--- config.mk ---
export PLATFORM = sky130hd
export DESIGN_NAME = dual_stack_shared_array
export DESIGN_NICKNAME = d
export VERILOG_FILES = /design/src/sv/dss_pkg.sv /design/src/sv/dss_front.sv /design/src/sv/dss_queue.sv /design/src/sv/dss_back.sv /design/src/sv/dual_stack_shared_array.sv
export SDC_FILE = /design/constraint.sdc
export NUM_CORES = 1
export LEC_CHECK = 0
export BUFFER_PORTS_ARGS = -buffer_cell sky130_fd_sc_hd__buf_2
export CAP_MARGIN = 20
export CORE_ASPECT_RATIO = 2
export CORE_MARGIN = 2
export CORE_UTILIZATION = 31
export DETAILED_ROUTE_END_ITERATION = 6
export HOLD_SLACK_MARGIN = 0.02
export PLACE_DENSITY = 0.45
export SKIP_CTS_REPAIR_TIMING = 1
export SLEW_MARGIN = 20
export SYNTH_ARGS = -nofsm -noshare
export SYNTH_HDL_FRONTEND = slang
export SYNTH_SLANG_ARGS = --single-unit
--- constraint.sdc ---
create_clock -name i_clk -period 7.1 [get_ports i_clk]
set_input_delay 1.42 -clock i_clk [delete_from_list [all_inputs] [get_ports i_clk]]
set_output_delay 1.42 -clock i_clk [all_outputs]
set_load 0.01 [all_outputs]
--- src/sv/dss_pkg.sv ---
// Shared types, constants and helpers for the two-stack shared-array block.
`default_nettype none

package dss_pkg;

    localparam int DEPTH       = 16;
    localparam int AW          = (DEPTH > 1) ? $clog2(DEPTH) : 1;
    localparam int CW          = $clog2(DEPTH + 1);
    localparam int DW          = 32;
    localparam int QUEUE_DEPTH = 2;
    localparam int QAW         = (QUEUE_DEPTH > 1) ? $clog2(QUEUE_DEPTH) : 1;
    localparam int QCW         = $clog2(QUEUE_DEPTH + 1);

    typedef logic [AW-1:0] t_addr;
    typedef logic [CW-1:0] t_cnt;
    typedef logic [DW-1:0] t_word;
    typedef logic [1:0]    t_status;

    localparam t_status STATUS_OK    = 2'd0;
    localparam t_status STATUS_FULL  = 2'd1;
    localparam t_status STATUS_EMPTY = 2'd2;

    typedef enum logic [2:0] {
        CMD_PUSH  = 3'd0,
        CMD_POP   = 3'd1,
        CMD_PEEK  = 3'd2,
        CMD_QUERY = 3'd3,
        CMD_LIST  = 3'd4
    } t_cmd;

    typedef struct packed {
        t_cmd  op;
        logic  sel;
        t_word value;
    } t_entry;

    // Store address of entry pos (0 is the bottom) of the selected stack.
    function automatic t_addr slot(input logic sel, input t_cnt pos);
        t_addr p;
        p = AW'(pos);
        return sel ? (AW'(DEPTH - 1) - p) : p;
    endfunction

endpackage

`default_nettype wire

--- src/sv/dss_front.sv ---
// Front end: accepts commands and forwards the valid ones to the command queue.
`default_nettype none

module dss_front (
    input  wire logic            i_in_valid,
    output logic                 o_in_ready,
    input  wire logic [2:0]      i_cmd,
    input  wire logic            i_stack_sel,
    input  wire logic [31:0]     i_push_value,
    output logic                 o_q_valid,
    input  wire logic            i_q_ready,
    output dss_pkg::t_entry      o_q_data
);
    import dss_pkg::*;

    logic known;

    always_comb begin
        unique case (i_cmd) inside
            CMD_PUSH, CMD_POP, CMD_PEEK, CMD_QUERY, CMD_LIST: known = 1'b1;
            default: known = 1'b0;
        endcase
    end

    // Unknown codes are still taken from the channel but cause no work.
    assign o_in_ready     = i_q_ready;
    assign o_q_valid      = i_in_valid && known;
    assign o_q_data.op    = t_cmd'(i_cmd);
    assign o_q_data.sel   = i_stack_sel;
    assign o_q_data.value = i_push_value;

endmodule

`default_nettype wire

--- src/sv/dss_queue.sv ---
// Short command queue between the front end and the execution unit.
`default_nettype none

module dss_queue (
    input  wire logic            i_clk,
    input  wire logic            i_rst_n,
    input  wire logic            i_wr_valid,
    output logic                 o_wr_ready,
    input  dss_pkg::t_entry      i_wr_data,
    output logic                 o_rd_valid,
    input  wire logic            i_rd_ready,
    output dss_pkg::t_entry      o_rd_data
);
    import dss_pkg::*;

    t_entry         r_mem [QUEUE_DEPTH];
    logic [QAW-1:0] r_wr_ptr;
    logic [QAW-1:0] r_rd_ptr;
    logic [QCW-1:0] r_count;
    logic           wr_en;
    logic           rd_en;

    assign o_wr_ready = (r_count != QCW'(QUEUE_DEPTH));
    assign o_rd_valid = (r_count != '0);
    assign o_rd_data  = r_mem[r_rd_ptr];
    assign wr_en      = i_wr_valid && o_wr_ready;
    assign rd_en      = i_rd_ready && o_rd_valid;

    always_ff @(posedge i_clk) begin
        if (!i_rst_n) begin
            r_wr_ptr <= '0;
            r_rd_ptr <= '0;
            r_count  <= '0;
        end else begin
            if (wr_en) begin
                r_wr_ptr <= (r_wr_ptr == QAW'(QUEUE_DEPTH - 1)) ? '0 : r_wr_ptr + 1'b1;
            end
            if (rd_en) begin
                r_rd_ptr <= (r_rd_ptr == QAW'(QUEUE_DEPTH - 1)) ? '0 : r_rd_ptr + 1'b1;
            end
            if (wr_en && !rd_en) begin
                r_count <= r_count + 1'b1;
            end else if (rd_en && !wr_en) begin
                r_count <= r_count - 1'b1;
            end
        end
    end

    always_ff @(posedge i_clk) begin
        if (wr_en) begin
            r_mem[r_wr_ptr] <= i_wr_data;
        end
    end

endmodule

`default_nettype wire

--- src/sv/dss_back.sv ---
// Execution unit: holds the shared store and both stack counts and produces results.
`default_nettype none

module dss_back (
    input  wire logic            i_clk,
    input  wire logic            i_rst_n,
    input  wire logic            i_q_valid,
    output logic                 o_q_ready,
    input  dss_pkg::t_entry      i_q_data,
    output logic                 o_out_valid,
    input  wire logic            i_out_ready,
    output logic [1:0]           o_status,
    output logic signed [31:0]   o_data,
    output logic                 o_empty_flag,
    output logic                 o_last
);
    import dss_pkg::*;

    typedef enum logic {
        ST_RUN,
        ST_LIST
    } t_state;

    t_word   r_store [DEPTH];
    t_state  r_state, n_state;
    t_cnt    r_lower, n_lower;
    t_cnt    r_upper, n_upper;
    t_cnt    r_idx, n_idx;
    logic    r_lsel, n_lsel;
    logic    r_out_valid;
    t_status r_status, n_status;
    t_word   r_data;
    logic    r_empty, n_empty;
    logic    r_last, n_last;

    logic    load_ok;
    logic    load;
    logic    use_mem;
    t_addr   rd_addr;
    logic    wr_en;
    t_addr   wr_addr;
    t_cnt    cnt;
    t_cnt    list_cnt;
    logic    full;

    assign load_ok  = !r_out_valid || i_out_ready;
    assign cnt      = i_q_data.sel ? r_upper : r_lower;
    assign list_cnt = r_lsel ? r_upper : r_lower;
    assign full     = ({1'b0, r_lower} + {1'b0, r_upper}) >= (CW + 1)'(DEPTH);

    always_comb begin
        n_state   = r_state;
        n_lower   = r_lower;
        n_upper   = r_upper;
        n_idx     = r_idx;
        n_lsel    = r_lsel;
        n_status  = STATUS_OK;
        n_empty   = 1'b0;
        n_last    = 1'b1;
        o_q_ready = 1'b0;
        load      = 1'b0;
        use_mem   = 1'b0;
        rd_addr   = '0;
        wr_en     = 1'b0;
        wr_addr   = '0;
        unique case (r_state)
            ST_RUN: begin
                if (i_q_valid && load_ok) begin
                    o_q_ready = 1'b1;
                    load      = 1'b1;
                    unique case (i_q_data.op)
                        CMD_PUSH: begin
                            if (full) begin
                                n_status = STATUS_FULL;
                                n_empty  = (cnt == '0);
                            end else begin
                                wr_en   = 1'b1;
                                wr_addr = slot(i_q_data.sel, cnt);
                                if (i_q_data.sel) begin
                                    n_upper = r_upper + 1'b1;
                                end else begin
                                    n_lower = r_lower + 1'b1;
                                end
                            end
                        end
                        CMD_POP: begin
                            if (cnt == '0) begin
                                n_status = STATUS_EMPTY;
                                n_empty  = 1'b1;
                            end else begin
                                use_mem = 1'b1;
                                rd_addr = slot(i_q_data.sel, cnt - 1'b1);
                                n_empty = (cnt == CW'(1));
                                if (i_q_data.sel) begin
                                    n_upper = r_upper - 1'b1;
                                end else begin
                                    n_lower = r_lower - 1'b1;
                                end
                            end
                        end
                        CMD_PEEK: begin
                            if (cnt == '0) begin
                                n_status = STATUS_EMPTY;
                                n_empty  = 1'b1;
                            end else begin
                                use_mem = 1'b1;
                                rd_addr = slot(i_q_data.sel, cnt - 1'b1);
                            end
                        end
                        CMD_QUERY: begin
                            n_empty = (cnt == '0);
                        end
                        CMD_LIST: begin
                            if (cnt == '0) begin
                                n_status = STATUS_EMPTY;
                                n_empty  = 1'b1;
                            end else begin
                                load    = 1'b0;
                                n_state = ST_LIST;
                                n_idx   = '0;
                                n_lsel  = i_q_data.sel;
                            end
                        end
                        default: begin
                            load = 1'b0;
                        end
                    endcase
                end
            end
            ST_LIST: begin
                if (load_ok) begin
                    load    = 1'b1;
                    use_mem = 1'b1;
                    rd_addr = slot(r_lsel, r_idx);
                    n_last  = ((r_idx + 1'b1) == list_cnt);
                    if (n_last) begin
                        n_state = ST_RUN;
                    end else begin
                        n_idx = r_idx + 1'b1;
                    end
                end
            end
            default: begin
                n_state = ST_RUN;
            end
        endcase
    end

    always_ff @(posedge i_clk) begin
        if (!i_rst_n) begin
            r_state     <= ST_RUN;
            r_lower     <= '0;
            r_upper     <= '0;
            r_idx       <= '0;
            r_lsel      <= 1'b0;
            r_out_valid <= 1'b0;
        end else begin
            r_state <= n_state;
            r_lower <= n_lower;
            r_upper <= n_upper;
            r_idx   <= n_idx;
            r_lsel  <= n_lsel;
            if (load) begin
                r_out_valid <= 1'b1;
            end else if (i_out_ready) begin
                r_out_valid <= 1'b0;
            end
        end
        if (load) begin
            r_status <= n_status;
            r_empty  <= n_empty;
            r_last   <= n_last;
            r_data   <= use_mem ? r_store[rd_addr] : '0;
        end
        if (wr_en) begin
            r_store[wr_addr] <= i_q_data.value;
        end
    end

    assign o_out_valid  = r_out_valid;
    assign o_status     = r_status;
    assign o_data       = signed'(r_data);
    assign o_empty_flag = r_empty;
    assign o_last       = r_last;

endmodule

`default_nettype wire

--- src/sv/dual_stack_shared_array.sv ---
// Top level of the two-stack shared-array block.
// Commands arrive on the input channel (i_in_valid / o_in_ready) with a command code,
// a stack select and a push value; a transfer takes place when valid and ready are
// both high at a rising edge. Results leave on the output channel (o_out_valid /
// i_out_ready) with status, data, empty flag and a last marker.
// Stack 0 fills the store from the bottom and stack 1 from the top of the store.
// A command is written into a two-entry queue at its input transfer; the execution
// unit takes it from the queue and registers its first result in the output
// register, from which that result can itself transfer.
// Push, pop and peek take at most one store access, query none, and each gives
// one result; while the output is not stalled the execution unit finishes one
// of them per cycle. A list of n entries takes a set-up step and then one store
// read per cycle while the output is not stalled, and holds the queue until its
// last entry is out. Unknown command codes are taken and dropped without a result.
// When the receiver stalls, the result waits in the output register and the
// queue keeps accepting commands until it holds two.
// A synchronous active-low reset empties both stacks, the queue and the output
// register; store contents are not cleared.
`default_nettype none

module dual_stack_shared_array (
    input  wire logic                i_clk,
    input  wire logic                i_rst_n,
    input  wire logic                i_in_valid,
    output logic                     o_in_ready,
    input  wire logic [2:0]          i_cmd,
    input  wire logic                i_stack_sel,
    input  wire logic signed [31:0]  i_push_value,
    output logic                     o_out_valid,
    input  wire logic                i_out_ready,
    output logic [1:0]               o_status,
    output logic signed [31:0]       o_data,
    output logic                     o_empty_flag,
    output logic                     o_last
);
    import dss_pkg::*;

    logic   fq_valid;
    logic   fq_ready;
    t_entry fq_data;
    logic   qb_valid;
    logic   qb_ready;
    t_entry qb_data;

    dss_front u_front (
        .i_in_valid   (i_in_valid),
        .o_in_ready   (o_in_ready),
        .i_cmd        (i_cmd),
        .i_stack_sel  (i_stack_sel),
        .i_push_value (unsigned'(i_push_value)),
        .o_q_valid    (fq_valid),
        .i_q_ready    (fq_ready),
        .o_q_data     (fq_data)
    );

    dss_queue u_queue (
        .i_clk      (i_clk),
        .i_rst_n    (i_rst_n),
        .i_wr_valid (fq_valid),
        .o_wr_ready (fq_ready),
        .i_wr_data  (fq_data),
        .o_rd_valid (qb_valid),
        .i_rd_ready (qb_ready),
        .o_rd_data  (qb_data)
    );

    dss_back u_back (
        .i_clk        (i_clk),
        .i_rst_n      (i_rst_n),
        .i_q_valid    (qb_valid),
        .o_q_ready    (qb_ready),
        .i_q_data     (qb_data),
        .o_out_valid  (o_out_valid),
        .i_out_ready  (i_out_ready),
        .o_status     (o_status),
        .o_data       (o_data),
        .o_empty_flag (o_empty_flag),
        .o_last       (o_last)
    );

endmodule

`default_nettype wire
==> impl_metrics.toml, run 1 <==
[logic_synthesis]
synth.avg_cell_area_um2 = 13.40
synth.largest_area_cell = "edfxtp_1"
ys.flop_type = "edfxtp_1"
synth.area.top_cells = "edfxtp_1 (72%), nand2_1 (7.2%), nand3_1 (4.5%), nand4_1 (2.4%), dfxtp_1 (1.8%)"
synth-seq-cells = 643
yosys_warnings = 0
synth_enable_flop_cells = 620
synth_cells = 1930
ys_types = 59
synthArstFlopShare_pct = 0
ys_seq_area_share_pct = 73.75
syn_nets = 1987
synth_area_um2 = 25870
synth_top_area_share_pct = 71.97

[route]
first_pass_iters = 5
drt_iter0_drc = 1197
via_count = 16054
wl_um = 76150
vias_per_cell = 5.189
antenna_left = 0
wire_per_inst_um = 24.61
drc = 0

[pwr]
leakage_nw = 9.818
ir_worst_vdd_mv = 0.1837
p_per_area_nw_per_um2 = 305.5

[cells_and_area]
num_antenna_cells = 0
fillerInstances = 7952
final_cell_mix = "edfxtp_1 (620), nand2_1 (499), nand3_1 (233)"
fin_util_pct = 35.73
nets = 2046
drive_gt1_share_pct = 13.60
syn_to_final_growth_pct = 14.08
final_common_cell = "edfxtp_1"

[setup_path]
critical_path.reg2reg.endpoint = "u_back.o_data[8]"
crit_cells = 14
critPathTopFamily = "compound AO/OA/AOI/OAI gates"
worstPathRequired_ns = 7.61
critical_path.max_fanout = 48
cp-end-kind = "flop"
rr_worst_depth = 14
start_kind = "flop"
slowest_stage = "o41a_2"
cp-endpoint = "u_back.o_data[8]"
crit_chain = "mux2i_1 -> buf_4 -> nor2_1 -> a21o_1 -> inv_1 -> ha_1 -> nor4b_1 -> mux2_4 -> o41a_2 -> buf_4 -> nand2_1 -> a31oi_1 -> nand4_1 -> nand2_1"
timing_worst_setup_path_type = "reg2reg"
path_buf_inv = 3
cp_slowest_stage_delay_ns = 0.78
reg2reg_setup_slack_ns = 2.43
cp.arrival_ns = 5.18

[timing]
hold_viol = 0
fin_crit_sh_pct = 65.80
tns_ns = 0
rsz0062_at_grt = "no"
maxSlewHeadroom_pct = 13.38
worst_pin_slew_ns = 1.299
max_clock_freq_mhz = 214.1
fin_skew_ns = 0.02054
min_period_ns = 4.672
slew_violations = 0
finalSetupViolCount = 0

[global_route]
grt-ovfl-total = 0
grt_pass1_vias = 16449
grt_max_degree = 209
antenna_found_initial = 1
track_usage_pct = 17.63
grt_pass1_wl_um = 111500

[place]
globalplace.congestion = 0.7881
dp_hpwl_um = 39860
port_buffers = 77

[clocking]
cts_sinks = 643
clk_pin_slew_ns = 0.07
cts_tree = "done"
clk_latency_ns = 0.63
clockBufferDepth = 3
cts_max_level = 2
cts_buffers = 57
cts_root_buf = "clkbuf_16"

[outcome]
status = "finished, final reports clean"

[floorplanning]
die_w_um = 208.3
initial_core_util_pct = 31.32
ios = 78
die_h_um = 412.5
std_cell_rows = 149
core_region_area_um2 = 82590
die_area_um2 = 85910

[hold_path]
min_path_cells = 2
hp-class = "reg2reg"

[job]
cap_violations = 0
## cell families after synthesis
group / after synthesis / synth area share [%]
AOI/OAI and AO/OA: 134 / 3.870
xor gates and xnor gates: 31 / 1.050
adders and majority gates: 17 / 0.8803
buffers and inverters: 138 / 2.317
DFF: 643 / 73.75
muxes: 47 / 2.114
and+or+nand+nor: 920 / 16.02
## worst min-delay path, delay by kind of cell, from the launching register on
kind	cells	cell delay, ns
AO/OA/AOI/OAI	1	0.07
flip-flops	1	0.34
AND/OR/NAND/NOR	1	0.09
## how the worst min path moves through the flow
stage / end / startpoint / slack, ns
final: u_back.r_idx[4] / u_back.r_idx[4] / 0.54
after global routing: u_back.r_idx[4] / u_back.r_idx[4] / 0.56
after CTS: u_back.r_idx[4] / u_back.r_idx[4] / 0.54
after detailed placement: u_back.r_idx[4] / u_back.r_idx[4] / 0.52
after global placement: u_queue.r_count[1] / u_queue.r_count[1] / 0.51
after floorplan: u_queue.r_count[1] / u_queue.r_count[1] / 0.48
## final cells by class
cell class | instances | area [µm²] | area share [%]
clock buffer | 71 | 1479 | 5.012
clock inverter | 36 | 429.2 | 1.454
inverter | 14 | 52.55 | 0.1781
multi-input combinational | 1149 | 6370 | 21.59
sequential | 643 | 19080 | 64.66
tap | 1057 | 1323 | 4.482
timing repair buffer | 124 | 775.7 | 2.629
## where the power goes
group | internal (W) | leakage [nW] | switching (W)
registers | 0.00460 | 5.80 | 0.0000856
clock network | 0.00181 | 0.924 | 0.00146
logic | 0.000270 | 3.10 | 0.000784
total | 0.00668 | 9.82 | 0.00233
## cells in the mapped netlist, drive strengths merged (3+ instances only)
cell	instances
nor3b	7
dfxtp	23
o211a	3
ha	15
and3	5
mux2i	11
nand2	499
o21ai	18
a31oi	34
a41oi	31
a21oi	13
nor2b	8
o2bb2ai	3
nand3	235
a21o	5
nand2b	3
nand4	98
xnor2	20
nor2	30
buf	66
edfxtp	620
a211oi	3
xor2	11
and2	12
clkbuf	58
inv	14
o21a	5
mux2	35
nor3	14
## stage by stage
stage                     power, W  hold slack, ns  setup slack (ns)  instance area, µm²  instances
after floorplan           0.005348          0.4780             1.366               25870       1930
after global placement    0.005838          0.5097             2.404               27600       2987
after detailed placement  0.005859          0.5213             2.407               27600       2987
after CTS                 0.009130          0.5393             2.373               29510       3094
after global routing      0.009322          0.5593             2.019               29510       3094
final                     0.009013          0.5357             2.428               29510       3094
## flip-flops by register name, indices dropped and copies added, names as in the netlist, 2 cells and up, named ones only
register and cells:
u_back.r_idx 5, u_queue.r_count 2, u_back.r_store 512, u_back.o_data 32
u_back.r_lower 5, u_queue.r_mem 72, u_back.o_status 2, u_back.r_upper 5
## routing by layer
metal  vias to the layer above  GRT usage, %  part of all wire, %
met4                         0         5.383                  2.6
met3                       108         1.622                  3.7
li1                       7274             -                    -
met5                         -             0                    0
met2                       414         33.09                   53
met1                      8258         21.20                   40
Power figures use the tool's default switching activity.
==> run 2: changes to the inputs <==
--- a/config.mk
+++ b/config.mk
@@ -5,6 +5,7 @@
 export SDC_FILE = /design/constraint.sdc
 export NUM_CORES = 1
 export LEC_CHECK = 0
+export ABC_AREA = 1
 export BUFFER_PORTS_ARGS = -buffer_cell sky130_fd_sc_hd__buf_2
 export CAP_MARGIN = 20
 export CORE_ASPECT_RATIO = 2
==> constraint.sdc (replaced) <==
create_clock -name i_clk -period 4.5 [get_ports i_clk]
set_input_delay 0.9 -clock i_clk [delete_from_list [all_inputs] [get_ports i_clk]]
set_output_delay 0.9 -clock i_clk [all_outputs]
set_load 0.01 [all_outputs]
==> run 2 against run 1 <==
Effect of this change:
- via count increased by 12%
- fmax increased by 28%
- clock skew increased by 0.012 ns
- largest power group unchanged
- first-iteration DRC count increased by 16%
- combinational power increased to 2.9 times the previous value
- register-to-register slack got worse by 1.6 ns
- total power increased by 78%
- core utilization increased by 0.057 points
- sequential share of layout area decreased by 4.6 points
==> impl_metrics.toml, run 2 <==
[timing]
finalSetupViolCount = 0
max_clock_freq_mhz = 274.1
slew_violations = 0
min_period_ns = 3.649
fin_skew_ns = 0.03287
hold_viol = 0
tns_ns = 0
maxSlewHeadroom_pct = 28.55
worst_pin_slew_ns = 1.072
layout_setup_ws_ns = 0.8514
rsz0062_at_grt = "no"
fin_crit_sh_pct = 81.08

[clocking]
cts_max_level = 2
cts_root_buf = "clkbuf_16"
cts_buffers = 61
clockBufferDepth = 3
clk_latency_ns = 0.67
cts_tree = "done"
cts_sinks = 643
clk_pin_slew_ns = 0.06

[cells_and_area]
instances_no_fill = 3800
nets = 2630
num_antenna_cells = 0
final_common_cell = "edfxtp_1"
fillerInstances = 8904
regMostFlops = "u_back.r_store"
fin_util_pct = 35.79
largest_reg_flops = 512
syn_to_final_growth_pct = 14.75
final_area_um2 = 31790
final_cell_mix = "edfxtp_1 (620), nand2_1 (611), nand3_1 (557)"
drive_gt1_share_pct = 10.29

[job]
cap_violations = 0

[hold_path]
min_from = "i_push_value[31]"
hold_end = "u_queue.r_mem[1][31]"
hp-class = "in2reg"
min_path_cells = 1

[global_route]
track_usage_pct = 16.71
grt_max_degree = 132
grt_pass1_vias = 17737
grt-ovfl-total = 0
antenna_found_initial = 3
grt_pass1_wl_um = 115500

[logic_synthesis]
synth_cells = 2519
ys.flop_type = "edfxtp_1"
ys_seq_area_share_pct = 68.87
synth_top_area_share_pct = 67.21
synth.area.top_cells = "edfxtp_1 (67%), nand3_1 (10%), nand2_1 (8.3%), inv_1 (4.1%), nand3b_1 (1.7%)"
ys_types = 36
syn_nets = 2576
synth.avg_cell_area_um2 = 11.00
synth-seq-cells = 643
yosys_warnings = 0
synth.most_common_cell = "edfxtp_1"
synth.largest_area_cell = "edfxtp_1"
synth_area_um2 = 27700
synthArstFlopShare_pct = 0
synth_enable_flop_cells = 620
ys_top_cells_by_count = "edfxtp_1 (620), nand2_1 (613), nand3_1 (558)"

[route]
wl_um = 76960
drc = 0
drt_iter0_drc = 1389
antenna_left = 0
via_count = 18002
vias_per_cell = 4.737
wire_per_inst_um = 20.25
first_pass_iters = 7

[setup_path]
start_kind = "flop"
cp.arrival_ns = 4.09
timing_worst_setup_path_type = "reg2reg"
rr_worst_depth = 15
cp-end-kind = "flop"
worstPathRequired_ns = 4.94
critical_path.reg2reg.endpoint = "u_back.o_data[31]"
reg2reg_setup_slack_ns = 0.85
critical_path.max_fanout = 15

[floorplanning]
die_area_um2 = 91910
die_h_um = 426.7
core_region_area_um2 = 88820
std_cell_rows = 155
initial_core_util_pct = 31.19
die_w_um = 215.4
ios = 78

[pwr]
leakage_nw = 12.23
switching_share_pct = 30.03
p_int_w = 0.01122
power.switching_w = 0.004817
p_per_area_nw_per_um2 = 504.6
comb_power_share_pct = 19.2
ir_worst_vdd_mv = 0.3761
pwr-share-clk_pct = 32.5
p_seq_share_pct = 48.3

[place]
dp_hpwl_um = 41770
globalplace.congestion = 0.7800
pre_cts_ws_ns = 0.7490
placed_area_um2 = 29790
dp.cells = 3687
port_buffers = 77

[outcome]
status = "finished, final reports clean"
[run 2: cell count changes after synthesis, moves of 16 or more]
cell	previous run	this run
nand2_1	499	613
nand3b_1	0	64
inv_1	13	299
nand4_1	98	2
clkbuf_1	58	42
buf_2	59	87
a41oi_1	31	0
mux2_2	33	0
nand3_1	234	558
a31oi_1	34	0
a21oi_1	13	61
[run 2: how the worst max path moves through the flow]
stage,end,cells past startpoint
floorplan,u_back.r_store[11][0],8
global placement,u_back.r_store[13][26],10
detailed placement,u_back.r_store[3][18],10
CTS,u_back.o_data[31],15
global route,u_back.o_data[7],16
finish,u_back.o_data[31],15
[run 2: layout make-up]
type | count | area, µm² | share of cell area, %
multi-input cells | 1427 | 6992 | 22.00
clock inverters | 44 | 442.9 | 1.393
clock buffers | 69 | 1556 | 4.897
flip-flops and latches | 643 | 19080 | 60.02
well taps | 1177 | 1473 | 4.633
inverters | 305 | 1147 | 3.610
repair buffers | 135 | 1096 | 3.448
[run 2: worst max-delay path, stage by stage, from the launching register on]
cell and delay, ns:
dfxtp_2 0.41, nand2_1 0.16, nand2_4 0.16, inv_2 0.07, o21ai_0 0.38, ha_1 0.25, inv_1 0.04, nor2_1 0.14
nand2_2 0.15, nand2_1 0.19, a21oi_1 0.05, o21ai_1 0.19, o21ai_4 0.25, inv_2 0.47, nand3_1 0.21, a21oi_1 0.28
[run 2: cells by family after synthesis]
logic type,synth area share (%)
flops,68.87
fa+ha+maj,0.8221
buf+inv,6.640
xor+xnor,0.6008
compound gates,1.960
simple gates,21.10
[run 2: power by group through the flow]
stage | clock (W) | combinational, W | sequential [W]
5_1_grt | 0.00556 | 0.00342 | 0.00779
3_5_place_dp | 0 | 0.00313 | 0.00788
2_1_floorplan | 0 | 0.00173 | 0.00787
4_1_cts | 0.00537 | 0.00314 | 0.00776
3_3_place_gp | 0 | 0.00312 | 0.00789
6_report | 0.00522 | 0.00308 | 0.00775
[run 2: stage by stage]
stage / hold WS [ns] / power [W]
finish: 0.4396 / 0.01604
global route: 0.4139 / 0.01678
CTS: 0.3952 / 0.01627
detailed placement: 0.4521 / 0.01101
global placement: 0.4351 / 0.01100
floorplan: 0.4255 / 0.009599
[run 2: metal layers]
layer | vias to the layer above | track usage (%) | part of all wire, % | wire, µm
met2 | 419 | 28.10 | 48 | 36720
met1 | 8759 | 22.43 | 45 | 34920
li1 | 8694 | - | - | -
met5 | - | 0 | 0.014 | 11
met4 | 2 | 5.241 | 2.8 | 2143
met3 | 128 | 2.158 | 4.1 | 3161
